==> src/rtl/sfc_pkg.sv <==
`timescale 1ns / 1ps
// Shared types and constants for the streaming FIR convolver.
package sfc_pkg;

    localparam int MAX_TAPS = 64;
    localparam int TAP_AW   = $clog2(MAX_TAPS);
    localparam int LEN_W    = 7;
    localparam int SMP_W    = 24;
    localparam int PROD_W   = 2 * SMP_W;
    localparam int ACC_W    = 56;

    localparam logic [1:0] REQ_TAP    = 2'd0;
    localparam logic [1:0] REQ_SAMPLE = 2'd1;
    localparam logic [1:0] REQ_FINISH = 2'd2;

    localparam logic [LEN_W-1:0] LEN_MIN = LEN_W'(2);
    localparam logic [LEN_W-1:0] LEN_MAX = LEN_W'(MAX_TAPS);

    typedef struct packed {
        logic [1:0]              req_type;
        logic [TAP_AW-1:0]       tap_index;
        logic signed [SMP_W-1:0] value;
    } in_item_t;

    typedef struct packed {
        logic signed [ACC_W-1:0] out_value;
        logic                    last_of_tail;
    } out_item_t;

    typedef struct packed {
        logic valid;
        logic first;
        logic last;
    } mac_ctl_t;

endpackage

==> src/rtl/sfc_mac.sv <==
`timescale 1ns / 1ps
// Shared multiply-accumulate unit: registered product, then a 56-bit accumulator.
module sfc_mac
(
    input  logic                             clk,
    input  logic                             rst_n,
    input  sfc_pkg::mac_ctl_t                ctl,
    input  logic signed [sfc_pkg::SMP_W-1:0] op_a,
    input  logic signed [sfc_pkg::SMP_W-1:0] op_b,
    output logic signed [sfc_pkg::ACC_W-1:0] acc,
    output logic                             done
);
    import sfc_pkg::*;

    logic signed [PROD_W-1:0] prod_reg;
    logic signed [PROD_W-1:0] prod_next;
    mac_ctl_t                 ctl_reg;
    logic signed [ACC_W-1:0]  acc_reg;
    logic signed [ACC_W-1:0]  acc_next;
    logic                     done_reg;

    assign prod_next = op_a * op_b;

    always_comb
    begin
        if (ctl_reg.first)
        begin
            acc_next = {{(ACC_W-PROD_W){prod_reg[PROD_W-1]}}, prod_reg};
        end
        else
        begin
            acc_next = acc_reg + {{(ACC_W-PROD_W){prod_reg[PROD_W-1]}}, prod_reg};
        end
    end

    always_ff @(posedge clk or negedge rst_n)
    begin
        if (!rst_n)
        begin
            ctl_reg  <= '0;
            done_reg <= 1'b0;
        end
        else
        begin
            ctl_reg  <= ctl;
            done_reg <= ctl_reg.valid && ctl_reg.last;
        end
    end

    always_ff @(posedge clk)
    begin
        prod_reg <= prod_next;
        if (ctl_reg.valid)
        begin
            acc_reg <= acc_next;
        end
    end

    assign acc  = acc_reg;
    assign done = done_reg;

endmodule

==> src/rtl/streaming_fir_convolver.sv <==
`timescale 1ns / 1ps
// Top level of the streaming FIR convolver with its tap and history memories.
//
// Requests arrive on req with req_valid and req_stall; results leave on res with
// res_valid and res_stall. A beat is taken when valid is high and stall is low.
// A tap load writes one coefficient and yields nothing. A sample beat yields one
// exact convolution output, for which one multiply-accumulate unit visits each of
// the L taps in turn, where L is the kernel length in use. The next request can be
// taken in the same cycle that the result appears. A finish beat yields L - 1 tail
// outputs, the last one flagged, and then forgets the sample history. The block takes
// one request at a time and holds req_stall high while it works. The user must write
// the length register through cfg_we and cfg_data only while the block is idle;
// the block itself does not enforce this. Reset empties the kernel and the history,
// so both read as zero, and sets the length to 64. When the receiver stalls, the
// finished result waits in the output register and the sequencer waits before it
// loads the next one.
module streaming_fir_convolver
(
    input  logic                             clk,
    input  logic                             rst_n,
    input  logic                             req_valid,
    output logic                             req_stall,
    input  sfc_pkg::in_item_t                req,
    output logic                             res_valid,
    input  logic                             res_stall,
    output sfc_pkg::out_item_t               res,
    input  logic                             cfg_we,
    input  logic [sfc_pkg::LEN_W-1:0]        cfg_data
);
    import sfc_pkg::*;

    typedef enum logic [1:0] {ST_IDLE, ST_RUN, ST_WAIT, ST_EMIT} state_t;

    state_t              state_reg;
    logic [LEN_W-1:0]    len_reg;
    logic [TAP_AW-1:0]   k_reg;
    logic [TAP_AW-1:0]   t_reg;
    logic                fin_reg;
    logic [TAP_AW-1:0]   wp_reg;
    logic [TAP_AW-1:0]   wp_next;
    out_item_t           res_reg;
    logic                res_valid_reg;

    logic signed [SMP_W-1:0] tap_mem  [MAX_TAPS];
    logic signed [SMP_W-1:0] hist_mem [MAX_TAPS];
    logic [MAX_TAPS-1:0]     tap_vld_reg;
    logic [MAX_TAPS-1:0]     hist_vld_reg;

    logic signed [SMP_W-1:0] tap_q_reg;
    logic signed [SMP_W-1:0] hist_q_reg;
    logic                    tap_ok_reg;
    logic                    hist_ok_reg;
    mac_ctl_t                rd_ctl_reg;

    logic [LEN_W-1:0]        len_use;
    logic [TAP_AW-1:0]       last_k;
    logic [TAP_AW-1:0]       hist_addr;
    logic                    accept;
    logic                    out_free;
    mac_ctl_t                issue_ctl;
    logic signed [SMP_W-1:0] tap_op;
    logic signed [SMP_W-1:0] hist_op;
    logic signed [ACC_W-1:0] mac_acc;
    logic                    mac_done;

    always_comb
    begin
        priority if (len_reg < LEN_MIN)
        begin
            len_use = LEN_MIN;
        end
        else if (len_reg > LEN_MAX)
        begin
            len_use = LEN_MAX;
        end
        else
        begin
            len_use = len_reg;
        end
    end

    assign last_k    = TAP_AW'(len_use - LEN_W'(1));
    assign hist_addr = wp_reg - k_reg + t_reg;
    assign wp_next   = wp_reg + TAP_AW'(1);
    assign accept    = req_valid && !req_stall;
    assign out_free  = !res_valid_reg || !res_stall;

    assign issue_ctl.valid = (state_reg == ST_RUN);
    assign issue_ctl.first = (k_reg == t_reg);
    assign issue_ctl.last  = (k_reg == last_k);

    always_ff @(posedge clk or negedge rst_n)
    begin
        if (!rst_n)
        begin
            len_reg <= LEN_MAX;
        end
        else if (cfg_we)
        begin
            len_reg <= cfg_data;
        end
    end

    always_ff @(posedge clk or negedge rst_n)
    begin
        if (!rst_n)
        begin
            state_reg     <= ST_IDLE;
            k_reg         <= '0;
            t_reg         <= '0;
            fin_reg       <= 1'b0;
            wp_reg        <= '0;
            res_valid_reg <= 1'b0;
            res_reg       <= '0;
        end
        else
        begin
            if (res_valid_reg && !res_stall && (state_reg != ST_EMIT))
            begin
                res_valid_reg <= 1'b0;
            end
            unique case (state_reg)
                ST_IDLE:
                begin
                    if (accept)
                    begin
                        if (req.req_type == REQ_SAMPLE)
                        begin
                            wp_reg    <= wp_next;
                            k_reg     <= '0;
                            t_reg     <= '0;
                            fin_reg   <= 1'b0;
                            state_reg <= ST_RUN;
                        end
                        else if (req.req_type == REQ_FINISH)
                        begin
                            k_reg     <= TAP_AW'(1);
                            t_reg     <= TAP_AW'(1);
                            fin_reg   <= 1'b1;
                            state_reg <= ST_RUN;
                        end
                    end
                end
                ST_RUN:
                begin
                    if (issue_ctl.last)
                    begin
                        state_reg <= ST_WAIT;
                    end
                    else
                    begin
                        k_reg <= k_reg + TAP_AW'(1);
                    end
                end
                ST_WAIT:
                begin
                    if (mac_done)
                    begin
                        state_reg <= ST_EMIT;
                    end
                end
                ST_EMIT:
                begin
                    if (out_free)
                    begin
                        res_reg.out_value    <= mac_acc;
                        res_reg.last_of_tail <= fin_reg && (t_reg == last_k);
                        res_valid_reg        <= 1'b1;
                        if (fin_reg && (t_reg != last_k))
                        begin
                            t_reg     <= t_reg + TAP_AW'(1);
                            k_reg     <= t_reg + TAP_AW'(1);
                            state_reg <= ST_RUN;
                        end
                        else
                        begin
                            state_reg <= ST_IDLE;
                        end
                    end
                end
                default:
                begin
                    state_reg <= ST_IDLE;
                end
            endcase
        end
    end

    always_ff @(posedge clk or negedge rst_n)
    begin
        if (!rst_n)
        begin
            tap_vld_reg  <= '0;
            hist_vld_reg <= '0;
            tap_ok_reg   <= 1'b0;
            hist_ok_reg  <= 1'b0;
            rd_ctl_reg   <= '0;
        end
        else
        begin
            if (accept && (req.req_type == REQ_TAP))
            begin
                tap_vld_reg[req.tap_index] <= 1'b1;
            end
            if (accept && (req.req_type == REQ_SAMPLE))
            begin
                hist_vld_reg[wp_next] <= 1'b1;
            end
            else if ((state_reg == ST_EMIT) && out_free && fin_reg && (t_reg == last_k))
            begin
                hist_vld_reg <= '0;
            end
            tap_ok_reg  <= tap_vld_reg[k_reg];
            hist_ok_reg <= hist_vld_reg[hist_addr];
            rd_ctl_reg  <= issue_ctl;
        end
    end

    always_ff @(posedge clk)
    begin
        if (accept && (req.req_type == REQ_TAP))
        begin
            tap_mem[req.tap_index] <= req.value;
        end
        tap_q_reg <= tap_mem[k_reg];
    end

    always_ff @(posedge clk)
    begin
        if (accept && (req.req_type == REQ_SAMPLE))
        begin
            hist_mem[wp_next] <= req.value;
        end
        hist_q_reg <= hist_mem[hist_addr];
    end

    assign tap_op  = tap_ok_reg  ? tap_q_reg  : '0;
    assign hist_op = hist_ok_reg ? hist_q_reg : '0;

    sfc_mac u_mac
    (
        .clk   (clk),
        .rst_n (rst_n),
        .ctl   (rd_ctl_reg),
        .op_a  (tap_op),
        .op_b  (hist_op),
        .acc   (mac_acc),
        .done  (mac_done)
    );

    assign req_stall = (state_reg != ST_IDLE);
    assign res_valid = res_valid_reg;
    assign res       = res_reg;

endmodule

==> config.mk <==
export PLATFORM = sky130hd
export DESIGN_NAME = streaming_fir_convolver
export DESIGN_NICKNAME = d
export VERILOG_FILES = /design/src/rtl/sfc_pkg.sv /design/src/rtl/sfc_mac.sv /design/src/rtl/streaming_fir_convolver.sv
export SDC_FILE = /design/constraint.sdc
export NUM_CORES = 2
export LEC_CHECK = 0
export ABC_AREA = 1
export BUFFER_PORTS_ARGS = -buffer_cell sky130_fd_sc_hd__clkbuf_2
export CAP_MARGIN = 10
export CORE_UTILIZATION = 30
export CTS_CLUSTER_DIAMETER = 80
export DETAILED_ROUTE_END_ITERATION = 12
export HOLD_SLACK_MARGIN = 0.15
export PLACE_DENSITY = 0.45
export SYNTH_ARGS = -nofsm -noshare
export SYNTH_HDL_FRONTEND = slang
export SYNTH_SLANG_ARGS = --single-unit
==> constraint.sdc <==
create_clock -name clk -period 6.9 [get_ports clk]
set_input_delay 0 -clock clk [delete_from_list [all_inputs] [get_ports clk]]
set_output_delay 0 -clock clk [all_outputs]
set_load 0.05 [all_outputs]
## Yosys cells after proc, flatten, opt, wreduce, memory -nomap -nowiden

Memories as Yosys holds them, arrays and structs flattened. A register that Yosys moved wholly into a read port is not among the register bits.
Index checks and enable logic that the tools add are counted.

| word-level totals | value |
|---|---|
| output and inout port bits | 59 |
| flip-flop bits (word level) | 327 |
| memory bits (writable) | 3072 |
| logic and storage cells | 129 |
| memories | 2 |

| operators by class | value |
|---|---|
| reductions and logical operators | 30 |
| multiply operators | 1 |
| muxes and demuxes | 40 |
| eq/ne operators | 17 |
| magnitude comparators | 8 |
| add/sub/neg operators | 7 |
| bitwise gates (word level) | 2 |

Memory list:

| name | words | bits a word | rd ports | clocked after Yosys merged registers in | wr ports | line | source |
|---|---|---|---|---|---|---|---|
| hist_mem | 64 | 24 | 1 | 1 | 1 | streaming_fir_convolver.sv:45 | `logic signed [SMP_W-1:0] hist_mem [MAX_TAPS];` |
| tap_mem | 64 | 24 | 1 | 1 | 1 | streaming_fir_convolver.sv:44 | `logic signed [SMP_W-1:0] tap_mem [MAX_TAPS];` |

Operators by type and width:

| kind | number |
|---|---|
| $mux W64 | 2 |
| $or A64 B64 Y64 | 2 |
| $add A56 B56 Y56 | 1 |
| $mux W56 | 1 |
| $mul A24 B24 Y48 | 1 |
| $mux W24 | 2 |
| $mux W6 | 8 |
| $lt A6 B7 Y1 const B | 4 |
| $add A6 B1 Y6 const B | 3 |
| $eq A6 B6 Y1 | 3 |
| $pmux W6 S3 | 1 |
| $mux W1 | 14 |
| $logic_and A1 B1 Y1 | 13 |
| $bmux W1 S6 | 2 |
| $demux W1 S6 | 2 |
| $ge A6 B1 Y1 const B | 2 |
| $mux W2 | 6 |
| $ne A2 B2 Y1 const B | 6 |
| $pmux W6 S2 | 1 |
| $reduce_and A5 Y1 | 2 |
| $pmux W2 S4 | 1 |
| $reduce_bool A2 Y1 | 4 |
| $gt A7 B7 Y1 const B | 1 |
| $lt A7 B2 Y1 const B | 1 |
| 15 further kinds | 22 |

## Depth between registers and ports, before layout

| logic depth | value |
|---|---|
| word-level depth | 9 |
| mapped depth | 33 |
| depth with buffers taken out | 30 |

## Modules after synthesis

Synthesis repeated with hierarchy kept, for this count alone.

| second synthesis, totals | value |
|---|---|
| cell total of the unflattened synthesis | 14248 |
| area, all modules | 162209.3 sq um |

Modules (own cells, without submodules):

| module | cells each | area an instance (sq um) | seq. area each (sq um) | times used |
|---|---|---|---|---|
| streaming_fir_convolver | 10092 | 131486.1 | 98690.9 | 1 |
| sfc_mac | 4156 | 30723.2 | 2742.6 | 1 |

## Least setup slack after synthesis

OpenSTA, ideal clock, no wires.

| path | value |
|---|---|
| path type | register to register |
| start point | reg hist_ok_reg |
| end point | reg u_mac.prod_reg[45] |
| required time | 6.828 ns |
| slack | -0.192 ns |
| arrival time | 7.020 ns |
| stages on the path, launching flop included | 25 |
| path buffers | 3 |
| path through | dfrtp_1 > clkbuf_1 > clkbuf_1 > nand2_1 > clkbuf_1 > nor2_1 > fa_1 > fa_1 > inv_1 > fa_1 > inv_1 > fa_1 > fa_1 > fa_1 > fa_1 > ha_1 > nand2_1 > nor2_1 > inv_1 > nor4_1 > nand3_1 > nand3_1 > nand3_1 > nand2_1 > xor2_1 |

| between the ends | value |
|---|---|
| cells in the longest elaborated chain, start to end | 2 |

RTL lines:

| what | line | source |
|---|---|---|
| from (decl) | streaming_fir_convolver.sv:52 | `logic hist_ok_reg;` |
| from (signal assigned) | streaming_fir_convolver.sv:214 | `hist_ok_reg <= hist_vld_reg[hist_addr];` |
| $mux W24 | streaming_fir_convolver.sv:238 | `assign hist_op = hist_ok_reg ? hist_q_reg : '0;` |
| $mul A24 B24 Y48 | sfc_mac.sv:22 | `assign prod_next = op_a * op_b;` |
| named net u_mac.prod_next[45] | sfc_mac.sv:16 | `logic signed [PROD_W-1:0] prod_next;` |
| to (signal assigned) | sfc_mac.sv:52 | `prod_reg <= prod_next;` |
| to (decl) | sfc_mac.sv:15 | `logic signed [PROD_W-1:0] prod_reg;` |

The timed path passes the listed nets, and every way through them passes these cells.
A chain may end at the register's enable or synchronous reset.

## Worst setup path in the final report

| path | value |
|---|---|
| start point | reg hist_ok_reg |
| end point | reg u_mac.prod_reg[35] |

The elaborated chain is that of the path after synthesis.

==> results_dict.tcl <==
set metrics [dict create \
    fillCellCount 51377 \
    critical_path_buf_inv_count 8 \
    pwr-share-seq_pct 52.3 \
    crit_fanout 10 \
    hold_class "primary input to flip-flop" \
    layout_common_cells "edfxtp_1 (3128), nand2_1 (1540), nor2_1 (1292), o21ai_0 (1159), a21oi_1 (1004)" \
    crit_start "hist_ok_reg" \
    drtIter0Drc 9848 \
    reg2reg_depth 27 \
    ant_nets 0 \
    critical_path.endpoint_type "flip-flop" \
    die_height_um 726 \
    place_area_um2 169000 \
    grt_pass1_vias 103717 \
    switching_share_pct 21.3 \
    clkLatencyLatePin_ns 1.02 \
    grt_overflow 0 \
    root_buffer "clkbuf_16" \
    placed_cells 19698 \
    multi_input_area_um2 50200 \
    synth.yosys.seq_area_share_pct 64.6 \
    vias 104911 \
    grt_usage_pct 20.1 \
    die_x_um 726 \
    r2r-start "hist_ok_reg" \
    fin_cells 20566 \
    rsz0062_at_grt "true" \
    rows 265 \
    power-per-cell-area_nw_per_um2 237 \
    routedWlPerCell_um 26.6 \
    finalInstanceArea_um2 184000 \
    fin_skew_ns 0.105 \
    clkPwrFrac_pct 46.2 \
    layout_min_cycle_time_ns 6.73 \
    top_regs "hist_mem x1536, tap_mem x1536" \
    worstHoldStart "req[17]" \
    fmaxAchievable_ghz 0.149 \
    route.detailed.drc 0 \
    drt_pass1_iterations 5 \
    routed_wl_mm 547 \
    ys_types 55 \
    dp_hpwl_mm 331 \
    core_um2 521000 \
    arrival_ns 7.59 \
    dp_slack_ns -0.263 \
    synth_area_leaders "edfxtp_1 (60%), fa_1 (7.8%), nand2_1 (3.8%)" \
    finalCritPeriodShare_pct 97.5 \
    via_per_inst 5.10 \
    tns_ns 0 \
    p_int_mw 34.2 \
    clkTransAtPathRegs_ns 0.06 \
    yosysTopAreaCell "edfxtp_1" \
    drive_gt1_share_pct 11.9 \
    start_util_pct 30.1 \
    synth_seq_cells 3447 \
    max-slew-margin-rel_pct 15.2 \
    yosys.area.top_type_share_pct 59.8 \
    syn_area_per_cell_um2 12.2 \
    slowest_delay_ns 0.59 \
    grt_max_degree 123 \
    hold_depth 2 \
    finalHoldViolations 0 \
    crit_path_frequent_cell "fa_1" \
    final_nets 14158 \
    yosys_warnings 0 \
    worst-path-stages 27 \
    cts_buffers 386 \
    cp-start-kind "flip-flop" \
    worstPathRequired_ns 7.76 \
    critPathSlowestCell "fa_1" \
    cp_top_family "adder cells" \
    drv_slew 0 \
    port_buffers 102 \
    cap_violations 0 \
    status "complete, no violations" \
    ys_async_sr_fraction_pct 6.47 \
    setup_ws_ns 0.170 \
    antenna_found_initial 30 \
    synth_edf_count 3128 \
    syn_area_um2 157000 \
    cts_tree "done" \
    power_frac_comb_pct 1.5 \
    grt_pass1_wl_mm 778 \
    htree_levels 5 \
    setup_viol 0 \
    synth-main-ff-cell "edfxtp_1" \
    ir_worst_vdd_mv 0.214 \
    cts.path.max_buffers 4 \
    layout_commonest_cell "edfxtp_1" \
    critPathKind "flip-flop to flip-flop" \
    io_pins 103 \
    die_area_um2 526000 \
    mappedNetlistNets 13729 \
    syn_to_final_growth_pct 16.9 \
    cts.sinks 3447 \
    gp_congestion 0.880 \
    p_leak_nw 65.7 \
    register_area_um2 101000 \
    worstMarginPinSlew_ns 1.27 \
    syn_inst 12861 \
    p_switching_mw 9.28 \
]
[what timing repair did]
| action | in CTS | in global routing |
|---|---|---|
| hold endpoints to repair | 3332 | 0 |
| resized for setup | 13 | 174 |
| cloned | 0 | 5 |
| hold buffers | 114 | 0 |
| setup buffers | 0 | 27 |
| pin swaps | 0 | 36 |
| endpoints found under the setup margin | 9 | 24 |
[power groups by stage]
stage          Clock [mW]  Combinational [mW]  Sequential (mW)
6_report             20.1               0.645             22.8
2_1_floorplan           0              0.0477             23.2
3_5_place_dp            0               0.552             23.2
3_3_place_gp            0               0.550             23.2
4_1_cts              20.5               0.652             22.8
5_1_grt              21.2               0.677             22.8
[area by class of cell]
| type | instances | share of cell area (%) |
|---|---|---|
| diodes | 11 | 0.0150 |
| clock buffers | 512 | 5.66 |
| clock inverters | 199 | 0.959 |
| inverters | 938 | 1.96 |
| multi-input cells | 7707 | 27.4 |
| flip-flops and latches | 3447 | 55.3 |
| well taps | 6942 | 4.73 |
| repair buffers | 810 | 4.05 |
[final timing paths]
check,end,slack [ns]
worst max-delay path,u_mac.prod_reg[35],0.17
worst min-delay path,tap_mem[62][17],0.20
worst max register to register,u_mac.prod_reg[35],0.17
worst min register to register,u_mac.ctl_reg[0],0.33
max in group asynchronous,res[38],5.74
min in group asynchronous,tap_vld_reg[18],0.28
[Yosys cell counts (19+ instances only)]
master / count
a211oi_1: 25
a21oi_1: 1015
a31oi_1: 73
buf_1: 45
buf_2: 121
clkbuf_1: 585
dfrtp_1: 222
dfxtp_1: 96
edfxtp_1: 3128
fa_1: 613
ha_1: 211
inv_1: 920
nand2_1: 1573
nand3_1: 440
nand4_1: 33
nor2_1: 1444
o21ai_0: 1166
o21ai_1: 30
o21bai_1: 19
o221ai_1: 611
o22ai_1: 191
or2_2: 84
xnor2_1: 31
xor2_1: 48
[routing by layer]
layer	part of all wire, %	up-vias	track usage (%)
met5	0	-	0
met4	2.6	0	5.00
met3	5.5	667	2.29
met2	46	3141	32.5
met1	46	54043	28.8
li1	-	47060	-
[cells by family after synthesis]
family | count (synthesis) | share of synthesized area [%]
fa+ha+maj | 824 | 9.49
simple gates | 3631 | 9.33
flops | 3447 | 64.6
mux | 5 | 0.0319
xor+xnor | 79 | 0.441
buf+inv | 1707 | 4.22
compound gates | 3168 | 11.9
[metrics by stage]
step	power [mW]	hold slack [ns]	utilization, %
2_1_floorplan	23.3	-0.296	-
3_3_place_gp	23.8	-0.0231	32.4
3_5_place_dp	23.8	-0.0249	32.4
4_1_cts	43.9	0.150	35.0
5_1_grt	44.7	0.192	35.2
6_report	43.5	0.198	35.2
Power figures use the tool's default switching activity.
